### src/assert_macros.svh
// assertion macros shared by the rtl
`ifndef ASSERT_MACROS_SVH
`define ASSERT_MACROS_SVH
// implication checked every clock outside reset
`define ASSERT_IMPL(label, ante, cons) \
  label: assert property (@(posedge clk) disable iff (rst) (ante) |-> (cons)) \
    else $error("assertion failed");
// next-cycle implication checked outside reset
`define ASSERT_NEXT(label, ante, cons) \
  label: assert property (@(posedge clk) disable iff (rst) (ante) |=> (cons)) \
    else $error("assertion failed");
`endif

### src/dtls_pkg.sv
// package with types, constants and helpers of the decimal line summer
`timescale 1ns / 1ps
`default_nettype none
package dtls_pkg;
  localparam int LineLimit = 99;
  localparam int MantissaDigits = 18;
  localparam int FractionBits = 16;

  typedef struct packed {
    logic [7:0] ch;
    logic       end_of_text;
  } in_t;

  typedef struct packed {
    logic signed [63:0] running_total;
    logic               saturated;
  } out_t;

  localparam logic [2:0] PH_SPACE = 3'd0;
  localparam logic [2:0] PH_INT = 3'd1;
  localparam logic [2:0] PH_FRAC = 3'd2;
  localparam logic [2:0] PH_ESIGN = 3'd3;
  localparam logic [2:0] PH_EXP = 3'd4;
  localparam logic [2:0] PH_DONE = 3'd5;

  localparam logic [7:0] CH_ZERO = 8'h30;
  localparam logic [7:0] CH_NINE = 8'h39;
  localparam logic [7:0] CH_POINT = 8'h2E;
  localparam logic [7:0] CH_MINUS = 8'h2D;
  localparam logic [7:0] CH_PLUS = 8'h2B;
  localparam logic [7:0] CH_LOWER_E = 8'h65;
  localparam logic [7:0] CH_UPPER_E = 8'h45;
  localparam logic [7:0] CH_NEWLINE = 8'h0A;

  // commands from controller to datapath
  typedef struct packed {
    logic parse;
    logic scale_start;
    logic scale_step;
    logic finish;
  } cmd_t;

  // status back to the controller
  typedef struct packed {
    logic chunk_end;
    logic chunk_empty;
    logic scale_done;
  } sts_t;

  function automatic logic [59:0] mant_max(input int digits);
    logic [59:0] m;
    m = 60'd1;
    for (int i = 0; i < 18; i++) begin
      if (i < digits) m = m * 60'd10;
    end
    return m - 60'd1;
  endfunction
endpackage
`default_nettype wire

### src/dtls_datapath.sv
// datapath: byte parser, scaling loop and saturating accumulator
`timescale 1ns / 1ps
`default_nettype none
module dtls_datapath #(
  parameter int LINE_LIMIT = dtls_pkg::LineLimit,
  parameter int MANTISSA_DIGITS = dtls_pkg::MantissaDigits,
  parameter int FRACTION_BITS = dtls_pkg::FractionBits
) (
  input  wire logic          clk,
  input  wire logic          rst,
  input  wire logic [7:0]    ch,
  input  wire dtls_pkg::cmd_t cmd,
  output dtls_pkg::sts_t     sts,
  output dtls_pkg::out_t     result
);
  localparam logic [59:0] MantMax = dtls_pkg::mant_max(MANTISSA_DIGITS);
  localparam logic [63:0] PosLimit = 64'h7FFF_FFFF_FFFF_FFFF;
  localparam logic [63:0] NegLimit = 64'h8000_0000_0000_0000;
  localparam logic [63:0] PosLimitDiv10 = PosLimit / 64'd10;
  localparam logic [63:0] NegLimitDiv10 = NegLimit / 64'd10;
  localparam int LenW = $clog2(LINE_LIMIT + 1);
  localparam int MagW = 68 + FRACTION_BITS;

  logic [2:0]  phase;
  logic [59:0] mantissa;
  logic [4:0]  frac_cnt;
  logic [6:0]  exp_val;
  logic        exp_neg;
  logic        val_neg;
  logic [LenW-1:0] chunk_len;
  logic        chunk_sat;
  logic signed [63:0] sum;

  // scaling loop registers
  logic [MagW-1:0] mag;
  logic [7:0]   steps;
  logic         up;
  logic         ov;
  // divide by ten: shift-add quotient estimate refined in steps counted by dsub
  logic [MagW-1:0] dq;
  logic [2:0]   dsub;

  logic [2:0]  phase_next;
  logic [59:0] mant_next;
  logic [4:0]  frac_next;
  logic [6:0]  exp_next;
  logic        exp_neg_next, val_neg_next, sat_next;
  logic        is_dig, is_sp, is_e;
  logic [3:0]  dig;
  logic [63:0] mant_x10;
  logic [10:0] exp_tmp;
  logic [2:0]  ph;

  always_comb begin
    is_dig = (ch >= dtls_pkg::CH_ZERO) && (ch <= dtls_pkg::CH_NINE);
    is_sp = (ch == 8'h20) || (ch >= 8'h09 && ch <= 8'h0D);
    is_e = (ch == dtls_pkg::CH_LOWER_E) || (ch == dtls_pkg::CH_UPPER_E);
    dig = 4'(ch - dtls_pkg::CH_ZERO);
    mant_x10 = (64'(mantissa) << 3) + (64'(mantissa) << 1) + 64'(dig);
    exp_tmp = 11'(exp_val) * 11'd10 + 11'(dig);
    phase_next = phase;
    mant_next = mantissa;
    frac_next = frac_cnt;
    exp_next = exp_val;
    exp_neg_next = exp_neg;
    val_neg_next = val_neg;
    sat_next = chunk_sat;
    ph = phase;
    if (ph == dtls_pkg::PH_SPACE) begin
      if (is_sp) ph = dtls_pkg::PH_DONE + 3'd1;
      else if (ch == dtls_pkg::CH_MINUS) begin
        val_neg_next = 1'b1;
        phase_next = dtls_pkg::PH_INT;
        ph = dtls_pkg::PH_DONE + 3'd1;
      end else if (ch == dtls_pkg::CH_PLUS) begin
        phase_next = dtls_pkg::PH_INT;
        ph = dtls_pkg::PH_DONE + 3'd1;
      end else ph = dtls_pkg::PH_INT;
    end
    if (ph == dtls_pkg::PH_ESIGN) begin
      phase_next = dtls_pkg::PH_EXP;
      if (ch == dtls_pkg::CH_MINUS) begin
        exp_neg_next = 1'b1;
        ph = dtls_pkg::PH_DONE + 3'd1;
      end else if (ch == dtls_pkg::CH_PLUS) ph = dtls_pkg::PH_DONE + 3'd1;
      else ph = dtls_pkg::PH_EXP;
    end
    case (ph)
      dtls_pkg::PH_INT, dtls_pkg::PH_FRAC: begin
        if (is_dig) begin
          phase_next = ph;
          if (mant_x10 > 64'(MantMax)) begin
            mant_next = MantMax;
            sat_next = 1'b1;
          end else mant_next = mant_x10[59:0];
          if (ph == dtls_pkg::PH_FRAC) begin
            if (frac_cnt < 5'd31) frac_next = frac_cnt + 5'd1;
            else sat_next = 1'b1;
          end
        end else if (ph == dtls_pkg::PH_INT && ch == dtls_pkg::CH_POINT) begin
          phase_next = dtls_pkg::PH_FRAC;
        end else phase_next = is_e ? dtls_pkg::PH_ESIGN : dtls_pkg::PH_DONE;
      end
      dtls_pkg::PH_EXP: begin
        if (is_dig) exp_next = (exp_tmp > 11'd99) ? 7'd99 : exp_tmp[6:0];
        else phase_next = dtls_pkg::PH_DONE;
      end
      default: ;
    endcase
  end

  logic signed [8:0] scale_s;
  logic [63:0] lim;
  logic [63:0] lim_div10;
  logic [MagW-1:0] mag_x10;
  logic [MagW-1:0] dq_sh;
  logic [4:0]  q10_lo;
  logic [4:0]  rem5;
  logic [63:0] val;
  logic [63:0] sum_raw;
  logic        sum_ov;
  assign scale_s = (exp_neg ? -9'(exp_val) : 9'(exp_val)) - 9'(frac_cnt);
  assign lim = val_neg ? NegLimit : PosLimit;
  assign lim_div10 = val_neg ? NegLimitDiv10 : PosLimitDiv10;
  assign mag_x10 = (mag << 3) + (mag << 1);
  assign dq_sh = dq >> 3;
  assign q10_lo = {dq_sh[1:0], 3'b000} + {dq_sh[3:0], 1'b0};
  assign rem5 = mag[4:0] - q10_lo;

  always_comb begin
    logic [63:0] m;
    m = lim;
    if (!ov) m = mag[63:0];
    val = val_neg ? 64'(0) - m : m;
  end
  assign sum_raw = sum + val;
  assign sum_ov = (sum[63] == val[63]) && (sum_raw[63] != sum[63]);

  assign sts.chunk_end = (ch == dtls_pkg::CH_NEWLINE)
    || (32'(chunk_len) + 1 >= LINE_LIMIT);
  assign sts.chunk_empty = (chunk_len == '0);
  assign sts.scale_done = (steps == 8'd0) || ov || (!up && mag == '0);

  always_ff @(posedge clk) begin
    if (rst || cmd.finish) begin
      phase <= dtls_pkg::PH_SPACE;
      mantissa <= '0;
      frac_cnt <= '0;
      exp_val <= '0;
      exp_neg <= 1'b0;
      val_neg <= 1'b0;
      chunk_len <= '0;
      chunk_sat <= 1'b0;
    end else if (cmd.parse) begin
      phase <= phase_next;
      mantissa <= mant_next;
      frac_cnt <= frac_next;
      exp_val <= exp_next;
      exp_neg <= exp_neg_next;
      val_neg <= val_neg_next;
      chunk_sat <= sat_next;
      chunk_len <= chunk_len + 1'b1;
    end
    if (rst) sum <= '0;
    else if (cmd.finish) begin
      sum <= sum_ov ? (sum[63] ? NegLimit : PosLimit) : sum_raw;
      result.running_total <= sum_ov ? (sum[63] ? NegLimit : PosLimit) : sum_raw;
      result.saturated <= chunk_sat || ov || sum_ov;
    end
    if (cmd.scale_start) begin
      up <= !scale_s[8];
      ov <= 1'b0;
      dsub <= 3'd0;
      if (!scale_s[8]) begin
        mag <= MagW'(mantissa);
        steps <= 8'(scale_s);
      end else begin
        mag <= MagW'(mantissa) << FRACTION_BITS;
        steps <= 8'(-scale_s);
      end
      if (mantissa == '0) steps <= 8'd0;
    end else if (cmd.scale_step) begin
      if (steps != 8'd0 && !ov) begin
        if (up) begin
          steps <= steps - 8'd1;
          if (mag[63:0] > lim_div10) ov <= 1'b1;
          else mag <= mag_x10;
        end else begin
          // quotient estimate is low by at most one, fixed by the remainder
          case (dsub)
            3'd0: dq <= (mag >> 1) + (mag >> 2);
            3'd1: dq <= dq + (dq >> 4);
            3'd2: dq <= dq + (dq >> 8);
            3'd3: dq <= dq + (dq >> 16);
            3'd4: dq <= dq + (dq >> 32);
            3'd5: dq <= dq + (dq >> 64);
            default: begin
              mag <= dq_sh + MagW'(rem5 > 5'd9);
              steps <= steps - 8'd1;
            end
          endcase
          dsub <= (dsub >= 3'd6) ? 3'd0 : dsub + 3'd1;
        end
      end else if (steps == 8'd0 && !ov) begin
        // final fixup: shift up or range check
        if (up) begin
          if (mag[63:0] > (lim >> FRACTION_BITS)) ov <= 1'b1;
          else mag <= mag << FRACTION_BITS;
          up <= 1'b0;
        end else if (mag > MagW'(lim)) ov <= 1'b1;
      end
    end
  end

  `include "assert_macros.svh"
  `ASSERT_IMPL(a_frac_bound, 1'b1, frac_cnt <= 5'd31)
  `ASSERT_IMPL(a_exp_bound, 1'b1, exp_val <= 7'd99)
  `ASSERT_IMPL(a_mant_bound, 1'b1, mantissa <= MantMax)
  `ASSERT_NEXT(a_finish_clears, cmd.finish, chunk_len == '0)
endmodule
`default_nettype wire

### src/dtls_ctrl.sv
// controller state machine for the line summer
`timescale 1ns / 1ps
`default_nettype none
module dtls_ctrl (
  input  wire logic          clk,
  input  wire logic          rst,
  input  wire logic          in_valid,
  input  wire logic          eot,
  output logic               in_stall,
  output logic               out_valid,
  input  wire logic          out_stall,
  input  wire dtls_pkg::sts_t sts,
  output dtls_pkg::cmd_t     cmd
);
  localparam logic [2:0] S_IDLE = 3'd0;
  localparam logic [2:0] S_START = 3'd1;
  localparam logic [2:0] S_SCALE = 3'd2;
  localparam logic [2:0] S_FIX = 3'd3;
  localparam logic [2:0] S_HALT = 3'd4;

  logic [2:0] state, state_next;
  logic       halt_after, halt_after_next;
  logic       out_valid_next;
  logic       acc;

  // once halted after end of text every request is taken and dropped
  assign in_stall = (state != S_IDLE) && (state != S_HALT);
  assign acc = in_valid && !in_stall;

  always_comb begin
    state_next = state;
    halt_after_next = halt_after;
    out_valid_next = out_valid && out_stall;
    cmd = '0;
    case (state)
      S_IDLE: begin
        if (acc) begin
          if (eot) begin
            halt_after_next = 1'b1;
            state_next = sts.chunk_empty ? S_HALT : S_START;
          end else begin
            cmd.parse = 1'b1;
            if (sts.chunk_end) state_next = S_START;
          end
        end
      end
      S_START: begin
        cmd.scale_start = 1'b1;
        state_next = S_SCALE;
      end
      S_SCALE: begin
        cmd.scale_step = 1'b1;
        if (sts.scale_done) state_next = S_FIX;
      end
      S_FIX: begin
        if (!out_valid) begin
          cmd.finish = 1'b1;
          out_valid_next = 1'b1;
          state_next = halt_after ? S_HALT : S_IDLE;
        end
      end
      S_HALT: state_next = S_HALT;
      default: state_next = S_IDLE;
    endcase
  end

  always_ff @(posedge clk) begin
    if (rst) begin
      state <= S_IDLE;
      halt_after <= 1'b0;
      out_valid <= 1'b0;
    end else begin
      state <= state_next;
      halt_after <= halt_after_next;
      out_valid <= out_valid_next;
    end
  end

  `include "assert_macros.svh"
  `ASSERT_IMPL(a_one_cmd, 1'b1, $onehot0(cmd))
  `ASSERT_NEXT(a_finish_valid, cmd.finish, out_valid)
  `ASSERT_NEXT(a_halt_sticky, state == S_HALT, state == S_HALT)
endmodule
`default_nettype wire

### src/decimal_text_line_summer_top.sv
// top level of the decimal text line summer
// usage:
//   input channel in_valid/in_stall carries one text byte or end-of-text mark
//   output channel out_valid/out_stall carries running total and saturated flag
//   a byte that does not end a chunk is parsed and leaves the input ready
//   a chunk end passes the start state, the scaling loop and the fix state
//   after it is accepted, and the fix state raises its result request; the
//   loop multiplies by ten once per step going up until saturation, or
//   divides by ten in steps counted by dsub going down (at most 23 divisions
//   before the value reaches zero), then shifts up or checks the range
//   input is stalled while a chunk is scaled; a chunk end also waits until
//   the previous result request has been taken
//   a result stays on the port unchanged while out_stall is high
//   end of text flushes a nonempty chunk, then later requests are dropped
//   reset clears the sum, the chunk and the halt
`timescale 1ns / 1ps
`default_nettype none
module decimal_text_line_summer_top #(
  parameter int LINE_LIMIT = dtls_pkg::LineLimit,
  parameter int MANTISSA_DIGITS = dtls_pkg::MantissaDigits,
  parameter int FRACTION_BITS = dtls_pkg::FractionBits
) (
  input  wire logic         clk,
  input  wire logic         rst,
  input  wire logic         in_valid,
  output logic              in_stall,
  input  wire dtls_pkg::in_t in_data,
  output logic              out_valid,
  input  wire logic         out_stall,
  output dtls_pkg::out_t    out_data
);
  dtls_pkg::cmd_t cmd;
  dtls_pkg::sts_t sts;

  dtls_ctrl u_ctrl (
    .clk(clk), .rst(rst), .in_valid(in_valid), .eot(in_data.end_of_text),
    .in_stall(in_stall), .out_valid(out_valid), .out_stall(out_stall),
    .sts(sts), .cmd(cmd)
  );

  dtls_datapath #(
    .LINE_LIMIT(LINE_LIMIT), .MANTISSA_DIGITS(MANTISSA_DIGITS),
    .FRACTION_BITS(FRACTION_BITS)
  ) u_dp (
    .clk(clk), .rst(rst), .ch(in_data.ch),
    .cmd(cmd), .sts(sts), .result(out_data)
  );
endmodule
`default_nettype wire
### config.mk
export PLATFORM = sky130hd
export DESIGN_NAME = decimal_text_line_summer_top
export DESIGN_NICKNAME = d
export VERILOG_FILES = /design/src/dtls_pkg.sv /design/src/dtls_datapath.sv /design/src/dtls_ctrl.sv /design/src/decimal_text_line_summer_top.sv
export VERILOG_INCLUDE_DIRS = /design/src /design/src/src
export SDC_FILE = /design/constraint.sdc
export NUM_CORES = 2
export LEC_CHECK = 0
export ABC_AREA = 0
export BUFFER_PORTS_ARGS = -buffer_cell sky130_fd_sc_hd__buf_2
export CORE_MARGIN = 2
export CORE_UTILIZATION = 30
export CTS_CLUSTER_SIZE = 16
export DETAILED_ROUTE_END_ITERATION = 6
export GPL_TIMING_DRIVEN = 0
export HOLD_SLACK_MARGIN = 0.06
export PLACE_DENSITY = 0.46
export SKIP_CTS_REPAIR_TIMING = 1
export SLEW_MARGIN = 40
export SYNTH_ARGS = -nofsm -noshare
export SYNTH_HDL_FRONTEND = slang
export SYNTH_HIERARCHICAL = 1
export SYNTH_SLANG_ARGS = --single-unit
### constraint.sdc
create_clock -name clk -period 8.9 [get_ports clk]
set_input_delay 0.89 -clock clk [delete_from_list [all_inputs] [get_ports clk]]
set_output_delay 0.89 -clock clk [all_outputs]
set_load 0.01 [all_outputs]
# --- Word level (Yosys, flattened, before mapping) ---
# Cells that the tools add are included.
classes:
  add_sub_neg: 24
  mul: 1
  div_mod_pow: 0
  order_cmp: 13
  eq_ne: 34
  shift: 0
  n_mux: 75
  bitwise_logic: 4
  n_reduce_logical: 55
op_table:
  columns: ["cell", "n"]
  rows:
  - ["$mux W84", 9]
  - ["$pmux W84 S6", 1]
  - ["$mux W64", 5]
  - ["$gt A64 B60 Y1 const B", 2]
  - ["$add A83 B82 Y84", 1]
  - ["$add A84 B20 Y84", 1]
  - ["$add A84 B52 Y84", 1]
  - ["$add A84 B68 Y84", 1]
  - ["$add A84 B76 Y84", 1]
  - ["$add A84 B80 Y84", 1]
  - ["$add A84 B84 Y84", 1]
  - ["$gt A84 B64 Y1", 1]
  - ["$logic_not A84 Y1", 1]
  - ["$add A81 B1 Y82", 1]
  - ["$mux W76", 1]
  - ["$mux W3", 23]
  - ["$add A63 B61 Y64", 1]
  - ["$add A64 B4 Y64", 1]
  - ["$add A64 B64 Y64", 1]
  - ["$gt A64 B48 Y1", 1]
  - ["$sub A1 B64 Y64 const A", 1]
  - ["$logic_not A60 Y1", 1]
  - ["$mux W60", 1]
  - ["$mux W8", 7]
  - ["other kinds (60)", 141]
totals:
  register_bits: 400
  latch_bits: 0
  ram_bits: 0
  rom_bits: 0
  in_bits: 13
  out_inout_bits: 67
  word_cells: 226
  n_memories: 0

# --- Logic depth before layout (Yosys ltp) ---
depth:
  depth_word: 12
  ltp_mapped: 32
  mapped_depth_nobuf: 27

# --- Cells and area by module ---
# The synthesis kept the hierarchy.
modules_own_cells:
  columns: ["module", "instances", "cells_per_inst", "area_each_um2", "seq_area_each_um2"]
  rows:
  - ["dtls_datapath", 1, 6517, 49266.0, 10329.9]
  - ["dtls_ctrl", 1, 32, 272.8, 100.1]

# --- Worst setup path before layout ---
# Ideal clock, no wire load.
synth_timing:
  path_kind: "reg2reg"
  startpoint: "register u_dp.steps[0]"
  endpoint: "register u_dp.dq[0] (enable)"
  setup_ns: 0.630
  arrival_time_ns: 7.176
  required_time_ns: 8.270
  setup_slack_ns: 1.094
  stages_incl_launch_ff: 8
  n_path_buf: 1
  period_less_slack_ns: 7.806
  path_cell_list: "edfxtp_1 inv_1 ha_1 nor4b_1 nor2_1 clkbuf_1 nand3_1 nor3_1"
synth_via:
  elab_chain_len: 3
synth_rtl:
  columns: ["element", "line", "text"]
  rows:
  - ["start, declared", "dtls_datapath.sv:36", "logic [7:0] steps;"]
  - ["start signal, assigned", "dtls_datapath.sv:176", "steps <= 8'(scale_s);"]
  - ["start signal, assigned", "dtls_datapath.sv:179", "steps <= 8'(-scale_s);"]
  - ["start signal, assigned", "dtls_datapath.sv:185", "steps <= steps - 8'd1;"]
  - ["$reduce_bool A8 Y1", "dtls_datapath.sv:183", "if (steps != 8'd0 && !ov) begin"]
  - ["$logic_and A1 B1 Y1", "dtls_datapath.sv:183", null]
  - ["$reduce_and A5 Y1 (no line)", null, null]
  - ["end signal, assigned", "dtls_datapath.sv:191", "3'd0: dq <= (mag >> 1) + (mag >> 2);"]
  - ["end signal, assigned", "dtls_datapath.sv:192", "3'd1: dq <= dq + (dq >> 4);"]
  - ["end signal, assigned", "dtls_datapath.sv:193", "3'd2: dq <= dq + (dq >> 8);"]
  - ["end, declared", "dtls_datapath.sv:40", "logic [MagW-1:0] dq;"]
# Every way passes these cells.
# A chain may end at the register's enable or synchronous reset.

# --- Final worst setup path ---
layout_timing:
  startpoint: "register u_dp.ov"
  endpoint: "register u_dp/result[32] in the netlist's numbering, data pin"
layout_via:
  elab_chain_len: 7
  elab_cells_between_ends: 8
  cone_classes: "add/sub (2); eq/ne (2); mux (3); reduce/logical (1)"
layout_rtl:
  columns: ["element", "line", "text"]
  rows:
  - ["start, declared", "dtls_datapath.sv:38", "logic ov;"]
  - ["start signal, assigned", "dtls_datapath.sv:172", "ov <= 1'b0;"]
  - ["start signal, assigned", "dtls_datapath.sv:186", "if (mag[63:0] > lim_div10) ov <= 1'b1;"]
  - ["start signal, assigned", "dtls_datapath.sv:207", "if (mag[63:0] > (lim >> FRACTION_BITS)) ov <= 1'b1;"]
  - ["$mux W64 (*)", "dtls_datapath.sv:133", "if (!ov) m = mag[63:0];"]
  - ["$sub A1 B64 Y64", "dtls_datapath.sv:134", "val = val_neg ? 64'(0) - m : m;"]
  - ["$mux W64 (*)", "dtls_datapath.sv:134", null]
  - ["$add A64 B64 Y64", "dtls_datapath.sv:136", "assign sum_raw = sum + val;"]
  - ["$ne A1 B1 Y1", "dtls_datapath.sv:137", "assign sum_ov = (sum[63] == val[63]) && (sum_raw[63] != sum[63]);"]
  - ["$logic_and A1 B1 Y1", "dtls_datapath.sv:137", null]
  - ["$mux W64 (*)", "dtls_datapath.sv:167", "result.running_total <= sum_ov ? (sum[63] ? NegLimit : PosLimit) : sum_raw;"]
  - ["end, declared", "dtls_datapath.sv:14", "output dtls_pkg::out_t result"]
# Every way passes the cells marked *; elsewhere a longest branch is shown, timed or not.

==> impl_metrics.env <==
export IMPL_status="complete, but fails checks"
export IMPL_violations="design-rule violations"
export IMPL_grt_pass1_wl_um=334000
export IMPL_startpoint_type="register"
export IMPL_synthCells=6549
export IMPL_ctsLongestPathBuffers=3
export IMPL_setup_violations=0
export IMPL_p_leak_nw=22.5
export IMPL_synth_ff_type="edfxtp_1"
export IMPL_max_slew_margin=0.358
export IMPL_synth_top_cell_by_area="ha_1"
export IMPL_worst_setup_path_end_kind="register"
export IMPL_min_delay_start="out_stall"
export IMPL_cts_htree_levels=2
export IMPL_num_vias=52579
export IMPL_areaGrowthSynthToFinish_pct=11.2
export IMPL_gr_total_overflow=0
export IMPL_timing_fmax_mhz=117
export IMPL_required_ns=9.32
export IMPL_die_area_um2=168000
export IMPL_tightest_slew_ns=0.963
export IMPL_dp_hpwl_um=185000
export IMPL_io_pins=80
export IMPL_clock_sinks=400
export IMPL_drc=1
export IMPL_netlist_area_um2=49500
export IMPL_finalWirelength_um=229000
export IMPL_synth_top_cell_area_share=0.150
export IMPL_crit_type="reg2reg"
export IMPL_rr_endpoint="u_dp/result[32]"
export IMPL_clk_pin_slew_ns=0.06
export IMPL_synth_warnings=6
export IMPL_ant_nets=0
export IMPL_synthTopCellsByArea="ha_1, edfxtp_1, a21oi_1"
export IMPL_finClkSkew_ns=0.0676
export IMPL_n_fill_cell=17779
export IMPL_port_buffers=78
export IMPL_rr_worst_depth=30
export IMPL_start_util=0.301
export IMPL_vias_per_cell=5.87
export IMPL_rr_startpoint="u_dp/ov"
export IMPL_multi_input_area_um2=36800
export IMPL_cpMaxStageDelayCell="clkbuf_1"
export IMPL_coreArea_um2=164000
export IMPL_die_y_um=410
export IMPL_drt_iter0_markers=5495
export IMPL_slew_violations=0
export IMPL_layout_drive_gt1_share=0.0535
export IMPL_ys_top_cells_by_count="nand2_1, a21oi_1, ha_1, nor2_1, o21ai_0"
export IMPL_yosys_register_bits=400
export IMPL_max_cap_violations=0
export IMPL_clk_latency_ns=0.72
export IMPL_finalHoldViolCount=0
export IMPL_rows=149
export IMPL_firstDrtPassIters=7
export IMPL_yosysMostFrequentCell="nand2_1"
export IMPL_routabilityCongestion=0.970
export IMPL_critPathArrivalTime_ns=8.98
export IMPL_fin_nets=7336
export IMPL_gr_usage_all_layers=0.262
export IMPL_cts_tree="yes"
export IMPL_rsz0062_at_grt="false"
export IMPL_crit_path_max_incr_delay_ns=0.58
export IMPL_avgSynthCellArea_um2=7.56
export IMPL_min_to="u_ctrl/out_valid"
export IMPL_grt_max_degree=45
export IMPL_register_area_um2=10400
export IMPL_whs_ns=0.425
export IMPL_wl_per_cell_um=25.6
export IMPL_ir_worst_vdd_mv=0.180
export IMPL_cp_max_fo=10
export IMPL_synth_cell_types=114
export IMPL_cts_root_buf="clkbuf_16"
export IMPL_antenna_found_initial=8
export IMPL_setup_tns_ns=0
export IMPL_synthArstFlopShare=0
export IMPL_r2r_slack_ns=0.33
export IMPL_fin_crit_sh=0.963
export IMPL_synth_edf_count=242
export IMPL_die_w_um=410
export IMPL_hold_class="in2reg"
export IMPL_cts_buffers=54
export IMPL_yosysSeqAreaShare=0.211
export IMPL_grt_pass1_vias=50050
export IMPL_power_density_nw_per_um2=252
export IMPL_min_period_ns=8.57
export IMPL_syn_num_nets=7165
export IMPL_crit_top_cell="a21oi_1"
export IMPL_min_path_cells=3
[registers in the layout, summed over array words and instances (netlist names), 3 cells and up]
| name | flops |
|---|---|
| u_dp/sum | 64 |
| u_dp/result | 65 |
| u_dp/dq | 84 |
| u_ctrl/state | 3 |
| u_dp/chunk_len | 7 |
| u_dp/mag | 84 |
| u_dp/frac_cnt | 5 |
| u_dp/steps | 8 |
| u_dp/dsub | 3 |
| u_dp/phase | 3 |
| u_dp/exp_val | 7 |
| u_dp/mantissa | 60 |
[area by class of cell]
| type | instances | area share |
|---|---|---|
| Sequential cell | 400 | 0.189 |
| Clock buffer | 61 | 0.0259 |
| Inverter | 236 | 0.0161 |
| Antenna cell | 3 | 0.000136 |
| Multi-Input combinational cell | 5531 | 0.668 |
| Timing Repair Buffer | 116 | 0.0147 |
| Clock inverter | 40 | 0.00804 |
| Tap cell | 2189 | 0.0497 |
| Buffer | 381 | 0.0282 |
[cell usage in the layout, fill, tap and decap left out, drive strengths merged, types with 23 or more instances in the layout]
cell type	instances
a22oi	74
and2	31
buf	173
xnor2	291
a31oi	115
nor2	545
a41oi	48
o211ai	92
o22ai	27
nand2	766
o21ai	441
xor2	158
ha	593
nor3	164
a21o	302
dfxtp	158
and3	61
o31ai	56
edfxtp	242
nand2b	63
nor2b	44
nand3	164
clkbuf	385
nand4	134
a211oi	119
o21a	38
a21boi	25
a21oi	677
inv	242
nor4	47
or3	35
clkinv	23
o21bai	92
[stage by stage]
step	power (mW)	cells	setup slack, ns	area, um2	utilization
global placement	11.2	8816	-4.18	52700	0.320
global route	14.7	8954	0.0402	55100	0.335
CTS	13.7	8951	0.391	55000	0.335
detailed placement	11.3	8850	0.436	53100	0.323
floorplan	8.28	6549	1.09	49500	-
finish	13.9	8957	0.333	55100	0.335
[critical path, delay by kind of cell, from the launching register on]
kind | cells | cell delay [ns]
compound gates | 14 | 3.25
xor+xnor | 1 | 0.16
fa+ha+maj | 2 | 0.65
buf+inv | 5 | 1.97
flops | 1 | 0.37
simple gates | 8 | 1.86
[cells by family (layout without fill, tap and decap cells)]
kind of cell    after synthesis  count (layout)  synth area share
buf+inv                     618             834            0.0489
compound gates             2316            2316             0.303
flops                       400             400             0.211
simple gates               2139            2139             0.200
xor+xnor                    449             449            0.0794
mux                          23              23           0.00475
fa+ha+maj                   604             604             0.154
other cells                   0               3                 0
[report_power, final]
| group | switching (mW) | internal (mW) | leakage (nW) |
|---|---|---|---|
| Clock | 1.03 | 1.34 | 0.911 |
| Sequential | 0.463 | 2.41 | 3.47 |
| Combinational | 5.74 | 2.89 | 18.1 |
| Total | 7.24 | 6.65 | 22.5 |
[how the worst max path moves through the flow]
| stage | start | to | depth (start not counted) |
|---|---|---|---|
| floorplan | u_dp/steps[0] | u_dp/dq[0] | 7 |
| global placement | u_dp/up | u_dp/dq[29] | 5 |
| detailed placement | u_dp/val_neg | u_dp/result[32] | 30 |
| CTS | u_dp/val_neg | u_dp/result[32] | 30 |
| global route | u_dp/ov | u_dp/result[32] | 30 |
| finish | u_dp/ov | u_dp/result[32] | 30 |
[routing by layer]
metal / GRT usage / up-vias / part of all wire / wire length [um]
met4: 0.0872 / 0 / 0.037 / 8580
met5: 0.00144 / - / 0 / 0
met3: 0.0402 / 395 / 0.074 / 17100
met1: 0.361 / 25365 / 0.45 / 103000
met2: 0.415 / 2152 / 0.44 / 101000
li1: - / 24667 / - / -
Note: power is estimated with default switching activity, not from simulation.
